[src/hdl/rpcf_pkg.sv]
// Shared types, register codes and field helpers for the ring photon candidate filter.
// Used by every module of the block and by its checker; depends on nothing.
package rpcf_pkg;

  localparam int unsigned NUM_HYPOTHESES = 6;
  localparam int unsigned NUM_RADIATORS  = 3;
  localparam int unsigned COUNT_WIDTH    = 32;

  localparam int unsigned REG_W   = 48;
  localparam int unsigned FIELD_W = 16;
  localparam int unsigned RAD_W   = 2;
  localparam int unsigned SEP2_W  = 32;
  localparam int unsigned TOTAL_W = 32;
  localparam int unsigned HCNT_W  = 3;

  typedef logic [REG_W-1:0]   reg48_t;
  typedef logic [FIELD_W-1:0] field_t;
  typedef logic [TOTAL_W-1:0] total_t;

  typedef enum logic [2:0] {
    CFG_MIN_SEP_WINDOW     = 3'd0,
    CFG_MAX_SEP_WINDOW     = 3'd1,
    CFG_SEP_TOLERANCE      = 3'd2,
    CFG_ANGLE_TO_SEP_SCALE = 3'd3,
    CFG_MIN_ABS_X          = 3'd4,
    CFG_MIN_ABS_Y          = 3'd5,
    CFG_HYPOTHESIS_COUNT   = 3'd6
  } cfg_idx_e;

  localparam reg48_t RST_MIN_SEP_WINDOW     = 48'd1760;
  localparam reg48_t RST_MAX_SEP_WINDOW     = 48'd11338803845216;
  localparam reg48_t RST_SEP_TOLERANCE      = 48'd2748794798480;
  localparam reg48_t RST_ANGLE_TO_SEP_SCALE = 48'd74445046224452;
  localparam reg48_t RST_MIN_ABS_X          = 48'd281410551218160;
  localparam reg48_t RST_MIN_ABS_Y          = 48'd281410551218160;
  localparam logic [HCNT_W-1:0] RST_HYPOTHESIS_COUNT = 3'd5;

  typedef struct packed {
    logic [RAD_W-1:0]    radiator;
    logic                segment_detector;
    logic                pixel_detector;
    logic signed [15:0]  local_x;
    logic signed [15:0]  local_y;
    logic [SEP2_W-1:0]   sep_squared;
    logic [15:0]         theta_hyp0;
    logic [15:0]         theta_hyp1;
    logic [15:0]         theta_hyp2;
    logic [15:0]         theta_hyp3;
    logic [15:0]         theta_hyp4;
    logic [15:0]         theta_hyp5;
  } in_item_t;

  typedef struct packed {
    logic   accepted;
    total_t accepted_total;
    total_t rejected_total;
  } out_item_t;

  // Per-radiator 16-bit field of a packed register; a radiator with no field reads zero.
  function automatic field_t field_of(reg48_t value, logic [RAD_W-1:0] rad);
    field_t f;
    case (rad)
      2'd0:    f = value[15:0];
      2'd1:    f = value[31:16];
      2'd2:    f = value[47:32];
      default: f = '0;
    endcase
    return f;
  endfunction

  function automatic logic [15:0] theta_of(in_item_t item, int unsigned h);
    logic [15:0] t;
    case (h)
      0:       t = item.theta_hyp0;
      1:       t = item.theta_hyp1;
      2:       t = item.theta_hyp2;
      3:       t = item.theta_hyp3;
      4:       t = item.theta_hyp4;
      5:       t = item.theta_hyp5;
      default: t = '0;
    endcase
    return t;
  endfunction

  // Magnitude of a signed 16-bit position, 17 bits so that -32768 stays exact.
  function automatic logic [16:0] abs16(logic signed [15:0] v);
    logic [16:0] sx;
    sx = {v[15], v};
    return v[15] ? 17'(17'd0 - sx) : sx;
  endfunction

endpackage

[src/hdl/rpcf_lane.sv]
// One hypothesis lane: expected separation, tolerance band squared, band test.
// Depends on rpcf_pkg for field widths.
module rpcf_lane (
  input  logic                           clk_i,
  input  logic                           en_i,
  input  logic [15:0]                    theta_i,
  input  rpcf_pkg::field_t               scale_i,
  input  rpcf_pkg::field_t               tol_i,
  input  logic [rpcf_pkg::SEP2_W-1:0]    sep_i,
  input  logic                           lane_on_i,
  output logic                           hit_o
);

  logic [31:0] prod_q;
  logic [17:0] expect_sep;
  logic [18:0] up;
  logic [17:0] dn;
  logic        below;
  logic [37:0] up2_q;
  logic [35:0] dn2_q;
  logic        below_q;

  // Expected separation in 1/16 mm is the product shifted down by 14.
  assign expect_sep = prod_q[31:14];
  assign below      = expect_sep < 18'(tol_i);
  assign up         = 19'(expect_sep) + 19'(tol_i);
  assign dn         = below ? '0 : 18'(expect_sep - 18'(tol_i));

  always_ff @(posedge clk_i) begin
    if (en_i) begin
      prod_q  <= 32'(theta_i) * 32'(scale_i);
      up2_q   <= 38'(up) * 38'(up);
      dn2_q   <= 36'(dn) * 36'(dn);
      below_q <= below;
    end
  end

  assign hit_o = lane_on_i && (below_q || (36'(sep_i) > dn2_q)) && (38'(sep_i) < up2_q);

endmodule

[config.mk]
export PLATFORM = sky130hd
export DESIGN_NAME = rpcf_lane
export DESIGN_NICKNAME = d
export VERILOG_FILES = /design/src/hdl/rpcf_pkg.sv /design/src/hdl/rpcf_lane.sv
export SDC_FILE = /design/constraint.sdc
export NUM_CORES = 2
export LEC_CHECK = 0
export BUFFER_PORTS_ARGS = -buffer_cell sky130_fd_sc_hd__buf_2
export CAP_MARGIN = 20
export CORE_MARGIN = 4
export CORE_UTILIZATION = 45
export CTS_CLUSTER_SIZE = 20
export DETAILED_ROUTE_END_ITERATION = 12
export GPL_ROUTABILITY_DRIVEN = 0
export PLACE_DENSITY = 0.59
export SYNTH_ARGS = -nofsm -noshare
export SYNTH_HDL_FRONTEND = slang
export SYNTH_SLANG_ARGS = --single-unit
export TNS_END_PERCENT = 5
[constraint.sdc]
create_clock -name clk_i -period 16.7 [get_ports clk_i]
set_input_delay 3.34 -clock clk_i [delete_from_list [all_inputs] [get_ports clk_i]]
set_output_delay 3.34 -clock clk_i [all_outputs]
set_load 0.05 [all_outputs]
==> reports/results.ini <==
[outcome]
status = finished clean

[placement]
hpwl_mm = 70.2
numPortBuffers = 83

[synth]
synthAdderAreaFrac = 0.566
syn_nets = 4762
ys_seq_elements = 91
synthCells = 3598
synth_compound_area_frac = 0.0660
synth_edf_count = 91
synth-simple-area-share = 0.123
synthMuxAreaShare = 0.000345
synth_flop_cell = edfxtp_1
synth_top_family_by_area = adder cells
syn_area_um2 = 32600
synthXorXnorAreaFrac = 0.0373
synth-seq-area-share = 0.0837
synthArstFlopShare = 0
syn_area_per_cell_um2 = 9.07
ys_types = 84
yosysWarnings = 0

[clock_tree]
post_cts_buffers = 0
insertion_delay_ns = 0.36
clk_pin_slew_ns = 0.06
ctsHoldBuffers = 0
h-tree-depth = 3
cts_root_buf = clkbuf_16
post_cts_resize_count = 0
cts_max_path_buffers = 2
cts_buffers = 9
cts.sinks = 91
cts_tree = done

[sta]
final-setup-viol-count = 0
fin_setup_tns_ns = 0
max_freq_mhz = 81.0
rsz0062_at_grt = no
hold_viol_final = 0
clock_skew_ns = 0.0159
tightest_slew_ns = 1.04
finalCritPeriodShare = 0.739
min_period_ns = 12.34
relSlewSlack = 0.301
slew_viol_final = 0

[finish]
layout_commonest_cell = inv_1
drive_above_1_share = 0.0504
final_cell_mix = 962 x inv_1, 660 x fa_1, 421 x ha_1
multi_input_area_um2 = 25900
regArea_um2 = 2730
nets = 4807
syn2layout_area_growth_pct = 5.64
fillers = 6990

[worst_setup_path]
critical_path_class = input pin to flop
critPathMaxStageDelay_ns = 0.74
crit_top_cell = fa_1
crit_path_start_kind = input pin
r2r_start = prod_q[14]
cp.arrival_ns = 12.44
worstPathMaxFanout = 12
crit_required_ns = 16.80
r2r_slack_ns = 6.96
crit_path_top_delay_cell = xor2_1
reg2regPathDepth = 32
crit_path_end_kind = flop
r2r_end = up2_q[36]

[routing]
wl_per_cell_um = 17.7
routed_wl_mm = 81.4
drtAntennaViolNets = 0
drtIter0Drc = 1372
firstDrtPassIters = 6
via_count = 23166
vias_per_cell = 5.03
drc = 0

[die]
die_y_um = 277
core_area_um2 = 71700
die_area_um2 = 76900
rows = 98
io_pins = 84
initial_core_util = 0.455
fp.dieW_um = 277

[global_route]
grt-ovfl-total = 0
grt.total_usage = 0.218
antenna_found_initial = 5
grt_pass1_wl_mm = 133
grt_max_degree = 75
grt_pass1_vias = 24517

[run]
max-cap-violations = 0

[min_path]
min_to = up2_q[37]
hp-class = flop to flop
holdPathStages = 6
hp-start = prod_q[29]

[critical path: cells and delay by family]
kind            cells  cell delay (ns)
fa+ha+maj           9             3.99
compound gates     13             2.83
xor+xnor            2             0.88
buf+inv             5             0.71
simple gates        4             0.68
[how the worst max path moves through the flow]
stage | start | end | slack, ns | depth (start not counted)
CTS | tol_i[0] | up2_q[36] | 4.40 | 33
detailed placement | tol_i[0] | up2_q[36] | 4.03 | 33
floorplan | tol_i[0] | dn2_q[34] | 5.11 | 36
global route | tol_i[0] | up2_q[36] | 3.79 | 33
global placement | tol_i[0] | dn2_q[34] | 4.36 | 35
finish | tol_i[0] | up2_q[36] | 4.36 | 33
[area by class of cell]
cell class / count / share of cell area
well taps: 950 / 0.0345
flip-flops and latches: 91 / 0.0792
inverters: 983 / 0.107
clock buffers: 10 / 0.00664
repair buffers: 112 / 0.0184
clock inverters: 6 / 0.00207
multi-input cells: 2446 / 0.752
diodes: 3 / 0.000218
[metal layers]
metal,vias to the layer above,wire [µm],track usage
met3,94,6920,0.0509
met2,708,38100,0.362
li1,10947,-,-
met5,-,30,0
met4,4,1450,0.0361
met1,11413,34900,0.298
[synth_stat cells, drive strengths merged, types with 6 or more instances]
| master | count | area, µm² |
|---|---|---|
| nand2b | 20 | 125 |
| fa | 660 | 13200 |
| a21boi | 7 | 52.6 |
| o21ai | 53 | 265 |
| o211ai | 7 | 57.6 |
| and2 | 106 | 666 |
| edfxtp | 91 | 2730 |
| or3 | 7 | 45.1 |
| a31oi | 10 | 68.8 |
| nand2 | 392 | 1480 |
| a21oi | 111 | 574 |
| xnor2 | 103 | 902 |
| nor2 | 250 | 951 |
| ha | 421 | 5270 |
| nand3 | 19 | 95.1 |
| clkbuf | 64 | 244 |
| o21bai | 17 | 128 |
| inv | 978 | 3680 |
| xor2 | 36 | 315 |
| or2 | 8 | 50.1 |
| a21o | 52 | 395 |
| o31ai | 7 | 52.6 |
| buf | 14 | 77.6 |
| nand4 | 15 | 93.8 |
| and3 | 7 | 45.1 |
| nor2b | 25 | 156 |
| o21a | 14 | 105 |
| nor4 | 6 | 37.5 |
| nor3 | 29 | 145 |
[through the flow]
step,utilization,hold slack [ns],cells,area [µm²],setup slack [ns]
after CTS,0.481,1.26,4598,34500,4.40
after global placement,0.476,1.24,4582,34200,4.36
after global routing,0.481,1.34,4598,34500,3.79
after detailed placement,0.476,1.24,4582,34200,4.03
after floorplan,-,0.842,3598,32600,5.11
final,0.481,1.24,4601,34500,4.36
[state kept, by name, summed over array words and instances, names as in the netlist]
signal,cells
up2_q,37
dn2_q,35
prod_q,18
below_q,1
[logic make-up after synthesis]
family,Yosys count
adder cells (fa/ha/maj),1081
XOR/XNOR,139
other,1
multiplexers,1
AND/OR/NAND/NOR,901
buffers and inverters,1061
flip-flops,91
AO/OA/AOI/OAI,323
Power is not shown: default switching activity piles up to over one toggle a cycle in this logic, so the estimate is an artifact.
