File: src/hdl/rpcf_pkg.sv
// Shared types, register codes and field helpers for the ring photon candidate filter.
// Used by every module of the block and by its checker; depends on nothing.
package rpcf_pkg;

  localparam int unsigned NUM_HYPOTHESES = 6;
  localparam int unsigned NUM_RADIATORS  = 3;
  localparam int unsigned COUNT_WIDTH    = 32;

  localparam int unsigned REG_W   = 48;
  localparam int unsigned FIELD_W = 16;
  localparam int unsigned RAD_W   = 2;
  localparam int unsigned SEP2_W  = 32;
  localparam int unsigned TOTAL_W = 32;
  localparam int unsigned HCNT_W  = 3;

  typedef logic [REG_W-1:0]   reg48_t;
  typedef logic [FIELD_W-1:0] field_t;
  typedef logic [TOTAL_W-1:0] total_t;

  typedef enum logic [2:0] {
    CFG_MIN_SEP_WINDOW     = 3'd0,
    CFG_MAX_SEP_WINDOW     = 3'd1,
    CFG_SEP_TOLERANCE      = 3'd2,
    CFG_ANGLE_TO_SEP_SCALE = 3'd3,
    CFG_MIN_ABS_X          = 3'd4,
    CFG_MIN_ABS_Y          = 3'd5,
    CFG_HYPOTHESIS_COUNT   = 3'd6
  } cfg_idx_e;

  localparam reg48_t RST_MIN_SEP_WINDOW     = 48'd1760;
  localparam reg48_t RST_MAX_SEP_WINDOW     = 48'd11338803845216;
  localparam reg48_t RST_SEP_TOLERANCE      = 48'd2748794798480;
  localparam reg48_t RST_ANGLE_TO_SEP_SCALE = 48'd74445046224452;
  localparam reg48_t RST_MIN_ABS_X          = 48'd281410551218160;
  localparam reg48_t RST_MIN_ABS_Y          = 48'd281410551218160;
  localparam logic [HCNT_W-1:0] RST_HYPOTHESIS_COUNT = 3'd5;

  typedef struct packed {
    logic [RAD_W-1:0]    radiator;
    logic                segment_detector;
    logic                pixel_detector;
    logic signed [15:0]  local_x;
    logic signed [15:0]  local_y;
    logic [SEP2_W-1:0]   sep_squared;
    logic [15:0]         theta_hyp0;
    logic [15:0]         theta_hyp1;
    logic [15:0]         theta_hyp2;
    logic [15:0]         theta_hyp3;
    logic [15:0]         theta_hyp4;
    logic [15:0]         theta_hyp5;
  } in_item_t;

  typedef struct packed {
    logic   accepted;
    total_t accepted_total;
    total_t rejected_total;
  } out_item_t;

  // Per-radiator 16-bit field of a packed register; a radiator with no field reads zero.
  function automatic field_t field_of(reg48_t value, logic [RAD_W-1:0] rad);
    field_t f;
    case (rad)
      2'd0:    f = value[15:0];
      2'd1:    f = value[31:16];
      2'd2:    f = value[47:32];
      default: f = '0;
    endcase
    return f;
  endfunction

  function automatic logic [15:0] theta_of(in_item_t item, int unsigned h);
    logic [15:0] t;
    case (h)
      0:       t = item.theta_hyp0;
      1:       t = item.theta_hyp1;
      2:       t = item.theta_hyp2;
      3:       t = item.theta_hyp3;
      4:       t = item.theta_hyp4;
      5:       t = item.theta_hyp5;
      default: t = '0;
    endcase
    return t;
  endfunction

  // Magnitude of a signed 16-bit position, 17 bits so that -32768 stays exact.
  function automatic logic [16:0] abs16(logic signed [15:0] v);
    logic [16:0] sx;
    sx = {v[15], v};
    return v[15] ? 17'(17'd0 - sx) : sx;
  endfunction

endpackage

File: src/hdl/rpcf_tally.sv
// Lane merge, per-radiator saturating counters and the output register.
// Depends on rpcf_pkg for the result type and widths.
module rpcf_tally #(
  parameter int unsigned NumRadiators = rpcf_pkg::NUM_RADIATORS,
  parameter int unsigned CountWidth   = rpcf_pkg::COUNT_WIDTH
) (
  input  logic                                clk_i,
  input  logic                                rst_ni,
  input  logic                                en_i,
  input  logic                                valid_i,
  input  logic [rpcf_pkg::RAD_W-1:0]          rad_i,
  input  logic                                rad_ok_i,
  input  logic                                pre_ok_i,
  input  logic [rpcf_pkg::NUM_HYPOTHESES-1:0] hits_i,
  output logic                                out_valid_o,
  output rpcf_pkg::out_item_t                 out_data_o
);

  logic [CountWidth-1:0] acc_q [NumRadiators];
  logic [CountWidth-1:0] acc_d [NumRadiators];
  logic [CountWidth-1:0] rej_q [NumRadiators];
  logic [CountWidth-1:0] rej_d [NumRadiators];
  logic [CountWidth-1:0] sel_acc, sel_rej, new_acc, new_rej;
  logic                  ok;
  logic                  upd;
  logic                  out_valid_q, out_valid_d;
  rpcf_pkg::out_item_t   out_q, out_d;

  assign ok  = pre_ok_i && (|hits_i);
  assign upd = en_i && valid_i && rad_ok_i;

  always_comb begin
    sel_acc = '0;
    sel_rej = '0;
    for (int r = 0; r < NumRadiators; r++) begin
      if (rad_i == rpcf_pkg::RAD_W'(r)) begin
        sel_acc = acc_q[r];
        sel_rej = rej_q[r];
      end
    end
    // A full counter holds its maximum.
    new_acc = (ok && (sel_acc != '1)) ? CountWidth'(sel_acc + CountWidth'(1)) : sel_acc;
    new_rej = (!ok && (sel_rej != '1)) ? CountWidth'(sel_rej + CountWidth'(1)) : sel_rej;
  end

  always_comb begin
    for (int r = 0; r < NumRadiators; r++) begin
      acc_d[r] = acc_q[r];
      rej_d[r] = rej_q[r];
      if (upd && (rad_i == rpcf_pkg::RAD_W'(r))) begin
        acc_d[r] = new_acc;
        rej_d[r] = new_rej;
      end
    end
  end

  always_comb begin
    out_valid_d = out_valid_q;
    out_d       = out_q;
    if (en_i) begin
      out_valid_d = valid_i;
      if (rad_ok_i) begin
        out_d.accepted       = ok;
        out_d.accepted_total = rpcf_pkg::total_t'(new_acc);
        out_d.rejected_total = rpcf_pkg::total_t'(new_rej);
      end else begin
        out_d = '0;
      end
    end
  end

  always_ff @(posedge clk_i or negedge rst_ni) begin
    if (!rst_ni) begin
      out_valid_q <= 1'b0;
      for (int r = 0; r < NumRadiators; r++) begin
        acc_q[r] <= '0;
        rej_q[r] <= '0;
      end
    end else begin
      out_valid_q <= out_valid_d;
      for (int r = 0; r < NumRadiators; r++) begin
        acc_q[r] <= acc_d[r];
        rej_q[r] <= rej_d[r];
      end
    end
  end

  always_ff @(posedge clk_i) begin
    out_q <= out_d;
  end

  assign out_valid_o = out_valid_q;
  assign out_data_o  = out_q;

endmodule

File: config.mk
export PLATFORM = sky130hd
export DESIGN_NAME = rpcf_tally
export DESIGN_NICKNAME = d
export VERILOG_FILES = /design/src/hdl/rpcf_pkg.sv /design/src/hdl/rpcf_tally.sv
export SDC_FILE = /design/constraint.sdc
export NUM_CORES = 1
export LEC_CHECK = 0
export BUFFER_PORTS_ARGS = -buffer_cell sky130_fd_sc_hd__buf_2
export CAP_MARGIN = 20
export CORE_MARGIN = 3
export CORE_UTILIZATION = 60
export CTS_CLUSTER_SIZE = 30
export DETAILED_ROUTE_END_ITERATION = 7
export PLACE_DENSITY = 0.79
export SETUP_SLACK_MARGIN = 0.15
export SLEW_MARGIN = 30
export SYNTH_ARGS = -nofsm -noshare
export SYNTH_HDL_FRONTEND = slang
export SYNTH_SLANG_ARGS = --single-unit
export TNS_END_PERCENT = 10
File: constraint.sdc
create_clock -name clk_i -period 3.1 [get_ports clk_i]
set_clock_uncertainty 0.05 [all_clocks]
set_input_delay 0.31 -clock clk_i [delete_from_list [all_inputs] [get_ports clk_i]]
set_output_delay 0.31 -clock clk_i [all_outputs]
set_load 0.05 [all_outputs]
==> impl_metrics.toml, run 1 <==
[cts]
clkTransAtPathRegs_ns = 0.06
post-cts-setup-buffers = 0
cts_inserted_buffers = 27
clock_path_buffers = 3
clock_tree_from_tritoncts = "done"
htree_levels = 1
clock_latency_ns = 0.53
ctsRootBufferMaster = "clkbuf_16"
clock_sinks = 258

[grt]
first_global_vias = 10800
grt_antenna_before_repair = 0
global_route.overflow_total = 0
grt_max_degree = 96
grt_first_pass_wirelength_um = 54600
groute.usage.overall_pct = 28.4

[setup_path]
regToRegSetupSlack_ns = 0.32
arrival_time_of_data_at_the_critical_path_endpoint_ns = 2.99
crit_path_max_incr_delay_ns = 0.57
highest_fanout_seen_on_the_critical_path = 5
critical_path_required_ns = 3.31
path_class = "reg -> reg"
timing.critical_path.slowest_stage_cell = "or4_4"
path_cells = "mux2i_1, o2bb2ai_1, nand3_1, or3_4, or4_4, a41oi_1, nor3_1"
timing.critical_path.from_type = "flip-flop"
critical_path_sink_type = "flip-flop"

[yosys]
mappedNetlistArea_mm2 = 0.0128
synth.yosys.seq_area_share_pct = 52.9
synth_top_area_share_pct = 37.7
synth_warnings = 0
cell_types_occupying_the_most_area_after_synthesis = "dfrtp_1, edfxtp_1, mux2i_1, nand2_1, o31ai_1"
synth.ff_latch_count = 258
ys.flop_type = "dfrtp_1"
syn-mean-instance-area_um2 = 10.6
yosysTopAreaCell = "dfrtp_1"
synth_edf_count = 65
post_synth_inst_count = 1205
synthDistinctLibCells = 68
asyncSetResetFlopFracSynth_pct = 74.8
synth_fp_nets = 1219

[route]
routedWlPerCell_um = 19.3
detail_route.iter0.violations = 658
drt-total-wl_um = 33200
drc = 0
vias_per_cell = 6.15
drtAntennaViolNets = 0
first_pass_iters = 5
routed-via-count = 10600

[cells_and_area]
antenna_diode_count = 0
layout_net_count = 1442
mostFrequentLayoutCells = "dfrtp_1, buf_4, nand2_1"
post-route-util_pct = 76.8
layout-drive-gt1-share_pct = 28.2
final_common_cell = "dfrtp_1"
synthToLayoutAreaGrowth_pct = 23.6
finish.instance_area_mm2 = 0.0158

[timing]
rsz0062_at_grt = "true"
report.final.slew_viol_count = 0
postLayoutSetupSlackWorst_ns = 0.317
fin_crit_ns = 2.78
hold_ws_ns = 0.257
final_hold_viol_count = 0
layout_worst_path_cycle_share_pct = 89.8
timing.max_slew.rel_slack_pct = 45.9
fmax_ghz = 0.359
setup_viol = 0
worst_slew_pin_slew_ns = 0.805

[power_and_ir_drop]
switching_share_pct = 24.6
combPwrFrac_pct = 10.4
pwr_density_cell_mw_per_mm2 = 505
sequentialPowerShare_pct = 46.3
p_clk_share_pct = 43.3
p_leak_nw = 6.79
vdd_drop_max_mv = 0.612
p_int_mw = 6.03
p_switching_mw = 1.97

[flow_run]
maxCapViolCount = 0

[run_status]
outcome = "completed"

[placed_design]
placed_cell_area_mm2 = 0.0148
hpwl_um = 22300
numPortBuffers = 79
gpl.final_weighted_congestion = 0.910
pre_cts_ws_ns = -0.217

[die]
initial_core_util_pct = 62.2
top_level_ports = 80
design.die.area_mm2 = 0.0232
number_of_placement_rows = 52
chipHeight_um = 152
coreArea_mm2 = 0.0206
die_w_um = 152

[hold_path]
hp-class = "in -> reg"
[power by group through the flow]
stage	Sequential (mW)	Clock, mW	Combinational (mW)
2_1_floorplan	3.94	0	0.334
3_3_place_gp	3.76	0	0.804
3_5_place_dp	3.77	0	0.822
4_1_cts	3.70	3.51	0.829
5_1_grt	3.71	3.66	0.895
6_report	3.70	3.47	0.833
[critical path: cells and delay by family (launching register included)]
family,cells,cell delay (ns)
AND/OR/NAND/NOR,4,1.30
AO/OA/AOI/OAI,2,0.72
flip-flops,1,0.35
multiplexers,1,0.09
[kinds of logic (layout without fill, tap and decap cells)]
group	count (synthesis)	count (layout)	synth area share [%]
flops	258	258	52.9
buf+inv	89	332	3.55
simple gates	411	411	15.9
compound gates	329	329	18.2
xor+xnor	11	11	0.752
mux	107	107	8.72
[synth_stat cells, drive strengths merged, types with 23 or more instances]
cell and count:
a21oi 37, a2bb2oi 23, a31oi 26, buf 32, clkbuf 54, dfrtp 193
edfxtp 65, mux2 37, mux2i 70, nand2 169, nand3 24, nor2 78
nor3 41, o21ai 85, o2bb2ai 40, o31ai 66
[layer usage]
metal / GRT usage, % / part of all wire (%) / vias to the layer above
met2: 49.4 / 50 / 330
met1: 36.3 / 41 / 5183
met3: 3.55 / 4.8 / 90
met4: 11.6 / 4.1 / 0
met5: 0 / 0 / -
li1: - / - / 4961
[state kept, by name (all words and copies together) (netlist names)]
name / cells
acc_q: 96
rej_q: 96
out_data_o: 65
out_valid_o: 1
[what timing repair did]
| item | CTS | global route |
|---|---|---|
| hold endpoints to repair | 81 | 0 |
| hold buffers | 2 | 0 |
| endpoints found under the setup margin | 1 | 4 |
| gates resized for setup | 1 | 2 |
[worst paths after layout]
check                                       from  cells past startpoint                      endpoint
max                         rej_q[2]$_DFFE_PN0P_                      7  out_data_o[21]$_SDFFCE_PN0P_
min                                     rad_ok_i                      3  out_data_o[51]$_SDFFCE_PN0P_
max reg2reg                 rej_q[2]$_DFFE_PN0P_                      7  out_data_o[21]$_SDFFCE_PN0P_
max in group asynchronous                 rst_ni                      3         acc_q[12]$_DFFE_PN0P_
min reg2reg                acc_q[12]$_DFFE_PN0P_                      2         acc_q[12]$_DFFE_PN0P_
min in group asynchronous                 rst_ni                      2         rej_q[72]$_DFFE_PN0P_
[area by class of cell]
cell class              instances  area, µm²
flip-flops and latches        258       6780
well taps                     270        338
multi-input cells             858       5620
inverters                       3       11.3
fillers                      1346       4780
repair buffers                280       2110
clock buffers                  37        827
clock inverters                12        153
[metrics by stage]
stage               power, mW  std cells  TNS, ns
floorplan                4.27       1205        0
finish                   8.00       1718        0
CTS                      8.04       1717        0
global placement         4.56       1666   -0.373
detailed placement       4.59       1666    -3.01
global route             8.27       1718        0
(Power assumes the default switching activity.)
==> inputs of run 2 (changes only) <==
--- a/config.mk
+++ b/config.mk
@@ -5,7 +5,7 @@
 export SDC_FILE = /design/constraint.sdc
 export NUM_CORES = 1
 export LEC_CHECK = 0
-export BUFFER_PORTS_ARGS = -buffer_cell sky130_fd_sc_hd__buf_2
+export BUFFER_PORTS_ARGS = -buffer_cell sky130_fd_sc_hd__clkbuf_2
 export CAP_MARGIN = 20
 export CORE_MARGIN = 3
 export CORE_UTILIZATION = 60
==> run 2 against run 1 <==
Power decreased by 2.7%. Global-route usage decreased by 0.072 points. Sequential power about the same. Cell count decreased by 2.2%. Routed wire length decreased by 0.55%. Worst setup slack got worse by 0.016 ns. Combinational power decreased by 3.1%. Largest cell class unchanged. Largest power group unchanged.
==> impl_metrics.toml, run 2 (same netlist as run 1, synthesis figures left out) <==
[run_status]
outcome = "completed"

[cells_and_area]
finish.cell_count_without_fillers = 1680
finish.instance_area_mm2 = 0.0154
mostFrequentLayoutCells = "dfrtp_1, nand2_1, buf_4"
layout-drive-gt1-share_pct = 25.6
layout_net_count = 1403
post-route-util_pct = 74.7
antenna_diode_count = 0
final_common_cell = "dfrtp_1"
synthToLayoutAreaGrowth_pct = 20.2

[setup_path]
rr_worst_depth = 8
path_class = "reg -> reg"
regToRegSetupSlack_ns = 0.30
crit_path_max_incr_delay_ns = 0.65
timing.critical_path.slowest_stage_cell = "or4_4"
worstReg2RegEnd = "out_data_o[35]$_SDFFCE_PN0P_"
critical_path.reg2reg.startpoint = "acc_q[93]$_DFFE_PN0P_"
highest_fanout_seen_on_the_critical_path = 10
path_cells = "mux2i_1, o2bb2ai_1, nand4_1, or3_1, or4_4, a21oi_1, a311oi_1, buf_4"
critical_path_required_ns = 3.35
timing.critical_path.from_type = "flip-flop"
startpoint = "acc_q[93]$_DFFE_PN0P_"
arrival_time_of_data_at_the_critical_path_endpoint_ns = 3.05
critical_path_sink_type = "flip-flop"

[cts]
clock_sinks = 258
htree_levels = 1
clkTransAtPathRegs_ns = 0.06
cts_inserted_buffers = 27
clock_path_buffers = 3
clock_tree_from_tritoncts = "done"
clock_latency_ns = 0.54
ctsRootBufferMaster = "clkbuf_16"

[power_and_ir_drop]
p_int_mw = 5.83
p_leak_nw = 6.58
pwr_density_cell_mw_per_mm2 = 506
vdd_drop_max_mv = 0.461
switching_share_pct = 25.2
combPwrFrac_pct = 10.4
design_power_total_mw = 7.79
sequentialPowerShare_pct = 47.6
p_switching_mw = 1.96
p_clk_share_pct = 42.0

[timing]
final_hold_viol_count = 0
timing.max_slew.rel_slack_pct = 52.1
rsz0062_at_grt = "false"
postLayoutSetupSlackWorst_ns = 0.301
layout_worst_path_cycle_share_pct = 90.3
fin_crit_ns = 2.80
setup_viol = 0
fmax_ghz = 0.357
report.final.slew_viol_count = 0
worst_slew_pin_slew_ns = 0.719

[route]
route.met3.wl_um = 1870
routed-via-count = 10500
first_pass_iters = 7
routedWlPerCell_um = 19.6
drtAntennaViolNets = 0
detail_route.iter0.violations = 794
vias_per_cell = 6.23
top_layer = "met4"
m1WireLength_um = 13000
met2_length_um = 16600
drt-total-wl_um = 33000
drc = 0

[grt]
grt_max_degree = 96
groute.usage.overall_pct = 28.3
first_global_vias = 10800
grt_first_pass_wirelength_um = 54500
global_route.overflow_total = 0
grt_antenna_before_repair = 0

[placed_design]
dp.cells = 1628
hpwl_um = 22400
gpl.final_weighted_congestion = 0.953
numPortBuffers = 79
pre_cts_ws_ns = -0.101
placed_cell_area_mm2 = 0.0145

[die]
coreArea_mm2 = 0.0206
number_of_placement_rows = 52
initial_core_util_pct = 62.2
design.die.area_mm2 = 0.0232
die_w_um = 152
top_level_ports = 80
chipHeight_um = 152

[flow_run]
maxCapViolCount = 0

[hold_path]
hp-class = "in -> async"
[run 2: cell count changes in the layout (fill, tap and decap cells not counted), moves of 3 or more]
cell        previous run  this run
buf_12                15        10
clkbuf_1               2         5
clkinv_1               1         5
clkbuf_2               0        75
buf_2                 76         1
clkinvlp_4             4         1
clkbuf_16             30        27
buf_4                186       150
[run 2: layout make-up]
type,count,area [µm²]
inverter,3,11.3
fill,1410,5220
sequential,258,6780
timing repair buffer,241,1760
tap,270,338
clock inverter,15,166
multi-input combinational,858,5610
clock buffer,35,736
[run 2: metal layers]
metal | global-route usage, % | vias up
li1 | - | 4879
met1 | 34.6 | 5053
met2 | 50.1 | 411
met3 | 3.95 | 118
met4 | 12.8 | 0
met5 | 0 | -
[run 2: power by group through the flow]
stage	registers, mW	clock network [mW]	logic [mW]
3_3_place_gp	3.77	0	0.787
4_1_cts	3.71	3.31	0.810
3_5_place_dp	3.77	0	0.806
6_report	3.71	3.27	0.807
5_1_grt	3.72	3.44	0.872
2_1_floorplan	3.94	0	0.334
[run 2: critical path: cells and delay by family (launching register included)]
| kind | cells | cell delay (ns) |
|---|---|---|
| and+or+nand+nor | 3 | 1.22 |
| AOI/OAI and AO/OA | 3 | 0.65 |
| DFF | 1 | 0.37 |
| buffers and inverters | 1 | 0.17 |
| muxes | 1 | 0.09 |
[run 2: how the worst max path moves through the flow]
stage	depth (start not counted)	slack, ns	to
after floorplan	11	0.18	out_data_o[44]$_SDFFCE_PN0P_
after global placement	10	-0.09	rej_q[88]$_DFFE_PN0P_
after detailed placement	10	-0.10	rej_q[56]$_DFFE_PN0P_
after CTS	8	0.33	out_data_o[35]$_SDFFCE_PN0P_
after global routing	8	0.17	out_data_o[35]$_SDFFCE_PN0P_
final	8	0.30	out_data_o[35]$_SDFFCE_PN0P_
[run 2: per-stage QoR]
step                setup TNS, ns  hold WS [ns]
floorplan                       0       -0.0356
global placement           -0.365         0.300
detailed placement         -0.519         0.305
CTS                             0         0.308
global route                    0         0.352
finish                          0         0.303
[run 2: what timing repair did]
item | 4_1_cts | 5_1_grt
endpoints found under the setup margin | 0 | 4
gates resized for setup | 0 | 1
buffers inserted | 0 | 0
hold endpoints to repair | 66 | 0
hold buffers | 2 | 0
